$ cat config.mk
export PLATFORM = sky130hd
export DESIGN_NAME = rmf_ingest
export DESIGN_NICKNAME = d
export VERILOG_FILES = /design/src/hdl/rmf_pkg.sv /design/src/hdl/rmf_ingest.sv
export SDC_FILE = /design/constraint.sdc
export NUM_CORES = 1
export LEC_CHECK = 0
export BUFFER_PORTS_ARGS = -buffer_cell sky130_fd_sc_hd__buf_2
export CAP_MARGIN = 10
export CORE_MARGIN = 1.5
export CORE_UTILIZATION = 32
export CTS_CLUSTER_SIZE = 40
export DETAILED_ROUTE_END_ITERATION = 8
export PLACE_DENSITY = 0.58
export SLEW_MARGIN = 20
export SYNTH_ARGS = -nofsm -noshare
export SYNTH_HDL_FRONTEND = slang
export SYNTH_SLANG_ARGS = --single-unit
$ cat constraint.sdc
create_clock -name clock -period 8.65 [get_ports clock]
set_clock_uncertainty 0.15 [all_clocks]
set_input_delay 0.865 -clock clock [delete_from_list [all_inputs] [get_ports clock]]
set_output_delay 0.865 -clock clock [all_outputs]
set_load 0.01 [all_outputs]
$ cat src/hdl/rmf_pkg.sv
`timescale 1ns / 1ps
// ----------------------------------------------------------------------------
// rmf_pkg
// Shared constants and types for the 7x7 RGB median filter.
// ----------------------------------------------------------------------------
package rmf_pkg;

   localparam int MAX_WIDTH  = 1024;
   localparam int MAX_HEIGHT = 4096;
   localparam int WIN        = 7;
   localparam int HALO       = WIN / 2;
   localparam int TAPS       = WIN * WIN;
   localparam int MID        = TAPS / 2;
   localparam int NUM_BANKS  = 16;
   localparam int BANK_W     = $clog2(NUM_BANKS);
   localparam int COL_W      = $clog2(MAX_WIDTH);
   localparam int WID_W      = 11;
   localparam int HGT_W      = 13;
   localparam int ROW_W      = 13;
   localparam int K_W        = 11;
   localparam int LEAD_W     = 12;
   localparam int CNT_W      = 23;
   localparam int CH_W       = 8;
   localparam int PIX_W      = 3 * CH_W;
   localparam int IDX_W      = 8;
   localparam int GRP_W      = $clog2(WIN + 1);
   localparam int RANK_W     = $clog2(TAPS);
   // input may run this many rows ahead of the fetch row before banks collide
   localparam int AHEAD      = NUM_BANKS - HALO - 1;

   typedef enum logic [IDX_W-1:0] {
      REG_WIDTH  = 8'd0,
      REG_HEIGHT = 8'd1
   } csr_reg_type;

   typedef logic [PIX_W-1:0] pix_type;

   typedef struct packed {
      logic [ROW_W-1:0] row;
      logic             done;
   } eng_status_type;

   typedef struct packed {
      logic [CNT_W-1:0] granted;
      logic             restart;
   } ing_status_type;

endpackage

$ cat src/hdl/rmf_ingest.sv
`timescale 1ns / 1ps
// ----------------------------------------------------------------------------
// rmf_ingest
// Request side: pixel position, write into the row banks, result credits.
// ----------------------------------------------------------------------------
module rmf_ingest
   import rmf_pkg::*;
(
   input  logic              clock,
   input  logic              reset,
   input  logic              cfg_restart,
   input  logic [WID_W-1:0]  eff_w,
   input  logic [HGT_W-1:0]  eff_h,
   input  logic              take,
   input  logic              action,
   input  eng_status_type    eng,
   output logic              ready,
   output logic              wr_en,
   output logic [BANK_W-1:0] wr_bank,
   output logic [COL_W-1:0]  wr_col,
   output ing_status_type    status
);

   logic [ROW_W-1:0]       in_row_ff, in_row_in;
   logic [COL_W-1:0]       in_col_ff, in_col_in;
   logic [LEAD_W-1:0]      lead_ff, lead_in;
   logic [CNT_W-1:0]       granted_ff, granted_in;
   logic                   complete_ff, complete_in;
   logic [CNT_W-1:0]       total_ff;
   logic [WID_W+HGT_W-1:0] area;
   logic                   full, hazard, step, restart;
   logic [LEAD_W-1:0]      lead_max;
   logic [WID_W-1:0]       col_next;
   logic [ROW_W:0]         row_limit;

   assign area      = {{HGT_W{1'b0}}, eff_w} * {{WID_W{1'b0}}, eff_h};
   assign full      = in_row_ff >= eff_h;
   assign row_limit = {1'b0, eng.row} + (ROW_W+1)'(AHEAD);
   assign hazard    = !full && ({1'b0, in_row_ff} > row_limit);
   assign ready     = !complete_ff && !hazard;
   assign restart   = cfg_restart || (complete_ff && eng.done);
   assign wr_en     = take && !action && !full;
   assign wr_bank   = in_row_ff[BANK_W-1:0];
   assign wr_col    = in_col_ff;
   assign step      = take && (full || !action);
   assign lead_max  = LEAD_W'(HALO) * LEAD_W'(eff_w) + LEAD_W'(HALO);
   assign col_next  = {1'b0, in_col_ff} + 1'b1;

   assign status.granted = granted_ff;
   assign status.restart = restart;

   always_comb begin
      in_row_in   = in_row_ff;
      in_col_in   = in_col_ff;
      lead_in     = lead_ff;
      granted_in  = granted_ff;
      complete_in = complete_ff;
      if (restart) begin
         in_row_in   = '0;
         in_col_in   = '0;
         lead_in     = '0;
         granted_in  = '0;
         complete_in = 1'b0;
      end else begin
         if (wr_en) begin
            if (col_next >= eff_w) begin
               in_col_in = '0;
               in_row_in = in_row_ff + 1'b1;
            end else begin
               in_col_in = col_next[COL_W-1:0];
            end
         end
         if (step) begin
            if (lead_ff < lead_max) begin
               lead_in = lead_ff + 1'b1;
            end else begin
               granted_in = granted_ff + 1'b1;
               // hold off the next frame until the last result is fetched
               if (granted_in == total_ff) begin
                  complete_in = 1'b1;
               end
            end
         end
      end
   end

   always_ff @(posedge clock) begin
      if (reset) begin
         in_row_ff   <= '0;
         in_col_ff   <= '0;
         lead_ff     <= '0;
         granted_ff  <= '0;
         complete_ff <= 1'b0;
      end else begin
         in_row_ff   <= in_row_in;
         in_col_ff   <= in_col_in;
         lead_ff     <= lead_in;
         granted_ff  <= granted_in;
         complete_ff <= complete_in;
      end
   end

   always_ff @(posedge clock) begin
      total_ff <= area[CNT_W-1:0];
   end

endmodule

==> qor.txt <==
Slowest Stage Delay on Critical Path - 0.55 ns
Total Wirelength - 27900 um
Avg Inst Size Synth - 8.10 um2
Clock power share - 15.3%
Sequential-to-total area share from yosys stat - 15.9%
GRT met1 Usage - 24.8%
Remaining DRCs - 0
DP HPWL - 22700 um
Worst hold path class - flip-flop to flip-flop
Hold Slack - 0.355 ns
Fin crit share - 71.8%
Final Setup Violations - 0
Drt first pass iters - 5
Synth warn - 0
CTS tree - yes
Accumulated negative setup slack - 0 ns
CP startpoint kind - input pin
Root buf cell - clkbuf_16
Via count - 8699
First-pass GRT wire length - 44400 um
Setup bufs post-CTS - 0
All-layer global routing usage - 17.0%
Most frequent cells in the layout - inv_1, nor2_1, ha_1
Resized cells post-CTS - 0
Slew headroom - 26.7%
Switch share - 46.9%
Slew Viols, Final - 0
Initial Utilization - 32.7%
Cells after synthesis - 1275
Yosys cell types - 65
Switch Pwr - 1.21 mW
ANT cells - 0
Internal Pwr Total - 1.37 mW
Clock transition at path regs - 0.07 ns
Clk Latency, worst-skew pair - 0.36 ns
DR WL/cell - 16.1 um
Fin nets - 1597
Share of total power in sequential cells - 19.1%
Largest net degree at the start of global routing - 50
CP Data Required Time - 8.75 ns
Post-synthesis register bit count - 82
M3 GR Usage - 3.15%
Critical path type - input pin to flip-flop
Post-synth EDFFs - 0
Run status - finished clean
Chip Height - 183 um
Worst-Margin Slew - 1.10 ns
Ys async rst share - 0%
Final Util - 36.0%
Comb pwr share - 65.7%
Post-synthesis instance area - 10300 um2
Peak VDD IR - 0.172 mV
Fmax - 161 MHz
RSZ-0062 raised after global routing - false
Rows - 65
Slowest CP cell - fa_1
CP top delay family - adder cells
Cell Chain, Critical Path - buf_2 > clkinv_1 > nor2_1 > fa_1 > fa_1 > fa_1 > fa_1 > inv_1 > fa_1 > inv_1 > ha_1 > and4_1 > nand2_1 > a211o_1 > a311o_1 > a21oi_1 > nor4_1 > a311o_1
Fin crit period - 6.21 ns
Max Root-Sink Buffers - 2
CTS H-tree lvls - 3
Share of post-route cells with drive strength above 1 - 8.35%
Synthesis-to-finish area growth - 10.2%
Leak pwr - 5.29 nW
Cell area after layout - 11400 um2
Clock sinks - 82
Layer with the highest usage - met2
Crit path top cell by count - fa_1
Main synth FF type - dfxtp_1
Die X - 183 um
Core Region - 31600 um2
IO Port Bufs - 82
Vias per cell - 5.02
Io pins - 83
Post-synthesis net count - 1547
DP Area - 11100 um2
Hold_buf cts - 0
Commonest non-fill, non-tap cell in the layout - inv_1
Antenna Nets Post-Route - 0
CP arrival - 6.31 ns
Crit Path Max Fanout - 10
Die footprint - 33400 um2
DRT iter0 DRCs - 599
Final hold violation count - 0
Total CTS buffers - 9
Worst setup EP type - flip-flop
Worst Path Buf+Inv - 4
Placer Congestion - 0.924
Total grt overflow - 0
Initial antenna violation count - 0
Vias in the first global route - 8218
Max_cap viols - 0
PD cells - 226 nW/um2
GR met2 Demand/Resource - 26.4%
[cell usage after synthesis (all sizes together), types with 3 or more instances]
master / count / area [um2]
or4: 7 / 52.6
nand2b: 8 / 50.1
o311ai: 3 / 26.3
nor4b: 3 / 26.3
nor4: 13 / 103
xnor2: 72 / 631
a21oi: 56 / 280
a31oi: 4 / 25.0
xor2: 31 / 272
buf: 15 / 86.3
inv: 178 / 668
and2: 14 / 87.6
nand4: 23 / 165
o21a: 10 / 75.1
clkbuf: 31 / 118
mux2i: 5 / 50.1
nor2: 147 / 552
clkinv: 5 / 18.8
ha: 132 / 1650
o31ai: 7 / 57.6
a41oi: 3 / 26.3
dfxtp: 82 / 1640
nand2: 128 / 480
nor2b: 10 / 62.6
a211oi: 9 / 72.6
o22ai: 3 / 18.8
fa: 97 / 1940
and4: 3 / 26.3
o21bai: 4 / 30.0
nor3b: 5 / 37.5
or3: 16 / 100
a2111oi: 3 / 26.3
nor3: 21 / 105
a211o: 3 / 26.3
o21ai: 48 / 240
a21o: 6 / 45.0
o211ai: 6 / 45.0
and3: 12 / 75.1
nand3: 33 / 165
[power by group through the flow]
stage / sequential (mW) / clock (mW) / combinational (mW)
detailed placement: 0.498 / 0 / 1.68
floorplan: 0.482 / 0 / 1.26
global placement: 0.498 / 0 / 1.66
finish: 0.491 / 0.393 / 1.69
global route: 0.495 / 0.421 / 1.92
CTS: 0.490 / 0.404 / 1.69
[sequential cells by signal, summed over array words and instances (netlist names)]
| name | flops |
|---|---|
| wr_col | 10 |
| granted_ff | 23 |
| in_row_ff | 13 |
| total_ff | 23 |
| complete_ff | 1 |
| lead_ff | 12 |
[per-stage QoR]
step	power, mW	setup WS [ns]	cells
3_5_place_dp	2.18	2.10	1715
2_1_floorplan	1.75	2.63	1275
4_1_cts	2.59	2.49	1731
6_report	2.57	2.44	1732
3_3_place_gp	2.16	2.24	1715
5_1_grt	2.84	2.19	1732
[kinds of logic after synthesis]
logic type	share of synthesized area, %
AOI/OAI and AO/OA	10.9
adders and majority gates	34.8
and+or+nand+nor	20.6
buffers and inverters	8.62
xor gates and xnor gates	8.73
DFF	15.9
muxes	0.484
[layout make-up]
type	count	area [um2]
multi-input cells	964	7830
repair buffers	85	437
well taps	402	503
flip-flops and latches	82	1640
fillers	3318	20200
clock inverters	5	62.6
clock buffers	11	233
inverters	183	687
[tightest hold or removal path, stage by stage (launching register included)]
cell	delay, ns
dfxtp_1	0.34
nand2_1	0.07
a21oi_1	0.05
[final timing paths]
path | start | cells past startpoint | slack, ns | to
setup / recovery | eff_w[9] | 18 | 2.44 | total_ff[20]
hold / removal | wr_col[1] | 2 | 0.35 | wr_col[1]
setup reg to reg | in_row_ff[0] | 10 | 5.06 | in_row_ff[12]
hold reg to reg | wr_col[1] | 2 | 0.35 | wr_col[1]
[metal layers]
layer	up-vias	wire length, um
met5	-	0
met1	4148	13900
met2	218	12100
li1	4311	-
met3	22	1650
met4	0	273
Power figures use the tool's default switching activity.
