==> src/hdl/rmf_pkg.sv <==
`timescale 1ns / 1ps
// ----------------------------------------------------------------------------
// rmf_pkg
// Shared constants and types for the 7x7 RGB median filter.
// ----------------------------------------------------------------------------
package rmf_pkg;

   localparam int MAX_WIDTH  = 1024;
   localparam int MAX_HEIGHT = 4096;
   localparam int WIN        = 7;
   localparam int HALO       = WIN / 2;
   localparam int TAPS       = WIN * WIN;
   localparam int MID        = TAPS / 2;
   localparam int NUM_BANKS  = 16;
   localparam int BANK_W     = $clog2(NUM_BANKS);
   localparam int COL_W      = $clog2(MAX_WIDTH);
   localparam int WID_W      = 11;
   localparam int HGT_W      = 13;
   localparam int ROW_W      = 13;
   localparam int K_W        = 11;
   localparam int LEAD_W     = 12;
   localparam int CNT_W      = 23;
   localparam int CH_W       = 8;
   localparam int PIX_W      = 3 * CH_W;
   localparam int IDX_W      = 8;
   localparam int GRP_W      = $clog2(WIN + 1);
   localparam int RANK_W     = $clog2(TAPS);
   // input may run this many rows ahead of the fetch row before banks collide
   localparam int AHEAD      = NUM_BANKS - HALO - 1;

   typedef enum logic [IDX_W-1:0] {
      REG_WIDTH  = 8'd0,
      REG_HEIGHT = 8'd1
   } csr_reg_type;

   typedef logic [PIX_W-1:0] pix_type;

   typedef struct packed {
      logic [ROW_W-1:0] row;
      logic             done;
   } eng_status_type;

   typedef struct packed {
      logic [CNT_W-1:0] granted;
      logic             restart;
   } ing_status_type;

endpackage

==> src/hdl/rmf_fetch.sv <==
`timescale 1ns / 1ps
// ----------------------------------------------------------------------------
// rmf_fetch
// Column sequencer: while en holds and results are granted, reads from the
// row banks one clamped 7-pixel column per cycle, shifted into the 7x7 window.
// ----------------------------------------------------------------------------
module rmf_fetch
   import rmf_pkg::*;
(
   input  logic                        clock,
   input  logic                        reset,
   input  logic                        en,
   input  logic [WID_W-1:0]            eff_w,
   input  logic [HGT_W-1:0]            eff_h,
   input  ing_status_type              ing,
   input  pix_type                     rd_data [NUM_BANKS],
   output logic                        rd_en,
   output logic [COL_W-1:0]            rd_col,
   output eng_status_type              status,
   output logic [TAPS-1:0][PIX_W-1:0]  window,
   output logic                        win_valid,
   output logic                        win_last
);

   logic [ROW_W-1:0]  er_ff, er_in;
   logic [K_W-1:0]    k_ff, k_in;
   logic [CNT_W-1:0]  base_ff, base_in;
   logic [K_W-1:0]    k_end, k_sh;
   logic [COL_W-1:0]  col;
   logic [CNT_W:0]    lhs, rhs;
   logic              done, go;
   logic [ROW_W:0]    row_t;
   logic [ROW_W:0]    row_c;
   logic [BANK_W-1:0] bsel_in [WIN];
   logic [BANK_W-1:0] bsel_ff [WIN];
   logic              d_valid_ff, d_emit_ff, d_last_ff;
   logic              w_valid_ff, w_last_ff;
   pix_type           win_ff [WIN][WIN];

   assign k_end = K_W'(eff_w) + K_W'(2 * HALO - 1);
   assign k_sh  = k_ff - K_W'(HALO);
   assign done  = er_ff == eff_h;

   // padded column position k maps to column clamp(k - HALO)
   always_comb begin
      if (k_ff < K_W'(HALO)) begin
         col = '0;
      end else if (k_sh >= eff_w) begin
         col = COL_W'(eff_w - 1'b1);
      end else begin
         col = k_sh[COL_W-1:0];
      end
   end

   // wait until the request side has granted enough results for this column
   always_comb begin
      if (k_ff < K_W'(2 * HALO)) begin
         lhs = {1'b0, ing.granted} + (CNT_W+1)'(HALO - 1);
         rhs = {1'b0, base_ff} + (CNT_W+1)'(col);
      end else begin
         lhs = {1'b0, ing.granted} + (CNT_W+1)'(2 * HALO - 1);
         rhs = {1'b0, base_ff} + (CNT_W+1)'(k_ff);
      end
   end

   // hold every read until the lead-in is over and the first result is granted
   assign go     = en && !done && (lhs >= rhs) && (ing.granted != '0);
   assign rd_en  = go;
   assign rd_col = col;

   assign status.row  = er_ff;
   assign status.done = done;

   always_comb begin
      row_t = '0;
      row_c = '0;
      for (int dy = 0; dy < WIN; dy++) begin
         row_t = {1'b0, er_ff} + (ROW_W+1)'(dy);
         if (row_t < (ROW_W+1)'(HALO)) begin
            row_c = '0;
         end else if (row_t - (ROW_W+1)'(HALO) >= {1'b0, eff_h}) begin
            row_c = {1'b0, eff_h} - 1'b1;
         end else begin
            row_c = row_t - (ROW_W+1)'(HALO);
         end
         bsel_in[dy] = row_c[BANK_W-1:0];
      end
   end

   always_comb begin
      er_in   = er_ff;
      k_in    = k_ff;
      base_in = base_ff;
      if (ing.restart) begin
         er_in   = '0;
         k_in    = '0;
         base_in = '0;
      end else if (go) begin
         if (k_ff == k_end) begin
            k_in    = '0;
            er_in   = er_ff + 1'b1;
            base_in = base_ff + CNT_W'(eff_w);
         end else begin
            k_in = k_ff + 1'b1;
         end
      end
   end

   always_ff @(posedge clock) begin
      if (reset) begin
         er_ff      <= '0;
         k_ff       <= '0;
         base_ff    <= '0;
         d_valid_ff <= 1'b0;
         w_valid_ff <= 1'b0;
      end else begin
         er_ff   <= er_in;
         k_ff    <= k_in;
         base_ff <= base_in;
         if (en) begin
            d_valid_ff <= go;
            w_valid_ff <= d_valid_ff && d_emit_ff;
         end
      end
   end

   always_ff @(posedge clock) begin
      if (go) begin
         d_emit_ff <= k_ff >= K_W'(2 * HALO);
         d_last_ff <= (er_ff == eff_h - 1'b1) && (k_ff == k_end);
         for (int dy = 0; dy < WIN; dy++) begin
            bsel_ff[dy] <= bsel_in[dy];
         end
      end
      if (en && d_valid_ff) begin
         w_last_ff <= d_last_ff;
         for (int c = 0; c < WIN - 1; c++) begin
            for (int r = 0; r < WIN; r++) begin
               win_ff[c][r] <= win_ff[c+1][r];
            end
         end
         for (int r = 0; r < WIN; r++) begin
            win_ff[WIN-1][r] <= rd_data[bsel_ff[r]];
         end
      end
   end

   always_comb begin
      for (int c = 0; c < WIN; c++) begin
         for (int r = 0; r < WIN; r++) begin
            window[c*WIN+r] = win_ff[c][r];
         end
      end
   end

   assign win_valid = w_valid_ff;
   assign win_last  = w_last_ff;

endmodule

==> config.mk <==
export PLATFORM = sky130hd
export DESIGN_NAME = rmf_fetch
export DESIGN_NICKNAME = d
export VERILOG_FILES = /design/src/hdl/rmf_pkg.sv /design/src/hdl/rmf_fetch.sv
export SDC_FILE = /design/constraint.sdc
export NUM_CORES = 2
export LEC_CHECK = 0
export ABC_AREA = 1
export BUFFER_PORTS_ARGS = -buffer_cell sky130_fd_sc_hd__clkbuf_2
export CAP_MARGIN = 20
export CORE_AREA = 2 2 630 632
export CTS_CLUSTER_SIZE = 30
export DETAILED_ROUTE_END_ITERATION = 16
export DIE_AREA = 0 0 632 634
export PLACE_DENSITY_LB_ADDON = 0.12
export SLEW_MARGIN = 30
export SYNTH_ARGS = -nofsm -noshare
export SYNTH_HDL_FRONTEND = slang
export SYNTH_SLANG_ARGS = --single-unit
export TNS_END_PERCENT = 20
==> constraint.sdc <==
create_clock -name clock -period 34.6 [get_ports clock]
set_clock_uncertainty 0.05 [all_clocks]
set_input_delay 1.73 -clock clock [delete_from_list [all_inputs] [get_ports clock]]
set_output_delay 1.73 -clock clock [all_outputs]
set_load 0.03 [all_outputs]
==> flow_summary_export.csv <==
group,metric,value,unit
worst_hold_path,whs_path_depth,0,
worst_setup_path,critPathBufInv,8,
worst_setup_path,cp_num_cells,41,
placement,port_buffers,1637,
floorplanning,design.die.area,400700,um^2
timing,slew_headroom,19.77,%
outcome,status,"completed",
cells_and_area,nets,9651,
detailed_routing,ant_nets,0,
synth,synth_cell_type_count,54,
detailed_routing,vias,70250,
pwr,irDropWorstVdd,0.03699,mV
clock_tree,clockRootBuffer,"clkbuf_16",
synth,synthArstFlopShare,0,%
synth,ys_top_cells_by_area,"edfxtp_1 52%, a21oi_1 8.1%, o21ai_0 8.0%",
worst_setup_path,path_class,"flip-flop to output port",
worst_setup_path,reg2reg_depth,44,
floorplanning,die_h,634,um
synth,synth_warnings,0,
synth,synthesis.instances,7710,
placement,gp_congestion,0.8883,
worst_setup_path,cpMostUsedCell,"nand2_1",
detailed_routing,drt-total-wl,487800,um
timing,rsz0062_at_grt,"false",
clock_tree,clockBufferDepth,4,
detailed_routing,wl_met2,240400,um
timing,min_period,11850,ps
floorplanning,initial_core_util,17.83,%
cells_and_area,layout.area.seq,37230,um^2
synth,syn_avg_cell_area,9.116,um^2
timing,finalHoldViolCount,0,
cells_and_area,drive_gt1_share,22.52,%
synth,synth_edf_count,1207,
timing,fmax,84.37,MHz
cells_and_area,final.fill_count,43110,
timing,setup_violations,0,
detailed_routing,viasPerCell,4.830,
pwr,power.density,45.89,nW/um^2
synth,synth.yosys.seq_area_share,52.97,%
global_routing,antenna_found_initial,269,
synth,synth_ff_type,"edfxtp_1",
worst_hold_path,hold_class,"flip-flop to flip-flop",
global_routing,grt.total_usage,23.03,%
detailed_routing,wl_per_cell,33.54,um
clock_tree,cts_made_buffers,163,
worst_setup_path,slowest_stage,"o21ai_0",
floorplanning,design.core.area,394200,um^2
clock_tree,clk_pin_slew_worst_paths,60,ps
worst_setup_path,cp.required,32820,ps
clock_tree,htree_levels,4,
detailed_routing,wl_met1,180700,um
floorplanning,die_width,632,um
worst_setup_path,crit_arrival,10070,ps
global_routing,grt_max_degree,210,
synth,syn_area,70280,um^2
worst_setup_path,cpLargestDelayFamily,"simple AND/OR/NAND/NOR gates",
global_routing,grt_pass1_wl,620200,um
global_routing,grt_overflow,0,
clock_tree,post_cts_resized,0,
cells_and_area,area_growth,27.86,%
detailed_routing,drt_iter0_markers,8080,
synth,yosys.area.top_type,"edfxtp_1",
worst_setup_path,critical_path.max_fanout,46,
synth,synth_top_cell_area_share,51.57,%
floorplanning,num_rows,231,
timing,tightest_slew,1203,ps
cells_and_area,multi_input_area,29070,um^2
timing,period_share,34.26,%
worst_setup_path,cpPeakStageDelay,630,ps
detailed_routing,drcViolationCount,0,
clock_tree,clk_latency,850,ps
clock_tree,postCtsSetupRepairBufs,0,
global_routing,first_global_vias,61910,
detailed_routing,met3_wirelength,40450,um
synth,synthesis.nets,8310,
pwr,power.leakage,34.69,nW
floorplanning,io_pins,1638,
timing,slew_viol_final,0,
clock_tree,clock_sinks,1256,
synth,ys_ff_latch,1256,
clock_tree,ctsHoldBuffers,0,
timing,finalSetupTns,0,ps
timing,whs,349.7,ps
detailed_routing,highest_layer,"met5",
detailed_routing,drt_pass1_iterations,8,
worst_setup_path,worstSetupStartpointType,"flip-flop",
run,cap_violations,0,
worst_setup_path,critPathCaptureType,"output port",
placement,dp_hpwl,379100,um
clock_tree,cts_tree,"yes",
[state kept, by name, indices dropped and copies added, names as in the netlist]
name and flops:
er_ff 13, k_ff 11, win_valid 1, base_ff 23, bsel_ff 28, d_valid_ff 1
win_last 1, d_emit_ff 1, win_ff 1176, d_last_ff 1
[synth_stat cells, types with 41 or more instances]
library cell  instances
nand4_1              48
nand2_1            1253
clkbuf_1            501
o21ai_0            1128
o211ai_1            330
nor2_1              230
o221ai_1            139
xnor2_1              41
ha_1                163
xor2_1              173
a21oi_1            1131
dfxtp_1              49
edfxtp_1           1207
inv_1               444
nand3_1             576
buf_1                65
[report_power, final]
group          internal (mW)  switching, mW  total, mW
registers               1.72         0.0370       1.75
logic                  0.130          0.452      0.582
clock network           1.06          0.729       1.79
[per-stage QoR]
stage	cells	utilization, %	cell area [um^2]	worst slack (ps)	total power [mW]
2_1_floorplan	7710	-	70280	8766	2.116
3_3_place_gp	14120	21.28	83900	22900	2.357
3_5_place_dp	14130	21.30	83980	23070	2.360
4_1_cts	14420	22.70	89490	22460	4.184
5_1_grt	14490	22.76	89740	21850	4.268
6_report	14540	22.79	89860	22750	4.124
[per-layer routing]
layer / track usage (%) / up-vias
met5: 0 / -
li1: - / 30800
met3: 5.623 / 748
met2: 39.38 / 3972
met4: 12.13 / 64
met1: 26.52 / 34660
[worst paths after layout]
check                start             end  slack [ps]
max reg2reg        k_ff[0]      base_ff[9]       24480
min          win_ff[1][71]  win_ff[0][575]         350
min reg2reg  win_ff[1][71]  win_ff[0][575]         350
max                k_ff[0]           rd_en       22750
[layout make-up]
cell class / count / share of cell area (%)
timing repair buffer: 1765 / 10.50
antenna: 122 / 0.3397
inverter: 464 / 1.956
sequential: 1256 / 41.42
tap: 5242 / 7.299
multi-input combinational: 5401 / 32.35
clock buffer: 194 / 4.716
clock inverter: 100 / 1.419
[layout by cell type, fill, tap and decap left out, types with 24 or more instances in the layout]
cell type,instances
clkbuf_2,1637
dfxtp_1,49
clkinv_2,26
clkbuf_1,29
nor2_1,230
ha_1,163
xnor2_1,41
edfxtp_1,1207
o221ai_1,136
o21ai_0,1121
bufinv_16,24
nor3_1,36
xor2_1,172
nand4_1,48
clkbuf_16,165
clkinv_1,43
buf_4,104
a21oi_1,1131
nand3_1,576
o211ai_1,330
diode_2,122
o22ai_1,39
nand2_1,1253
inv_1,432
[logic make-up after synthesis]
logic type               share of synthesized area, %
adder cells (fa/ha/maj)                         2.959
flip-flops                                      52.97
buffers and inverters                           5.709
XOR/XNOR                                        2.759
AO/OA/AOI/OAI                                   22.17
AND/OR/NAND/NOR                                 13.43
(Power assumes the default switching activity.)
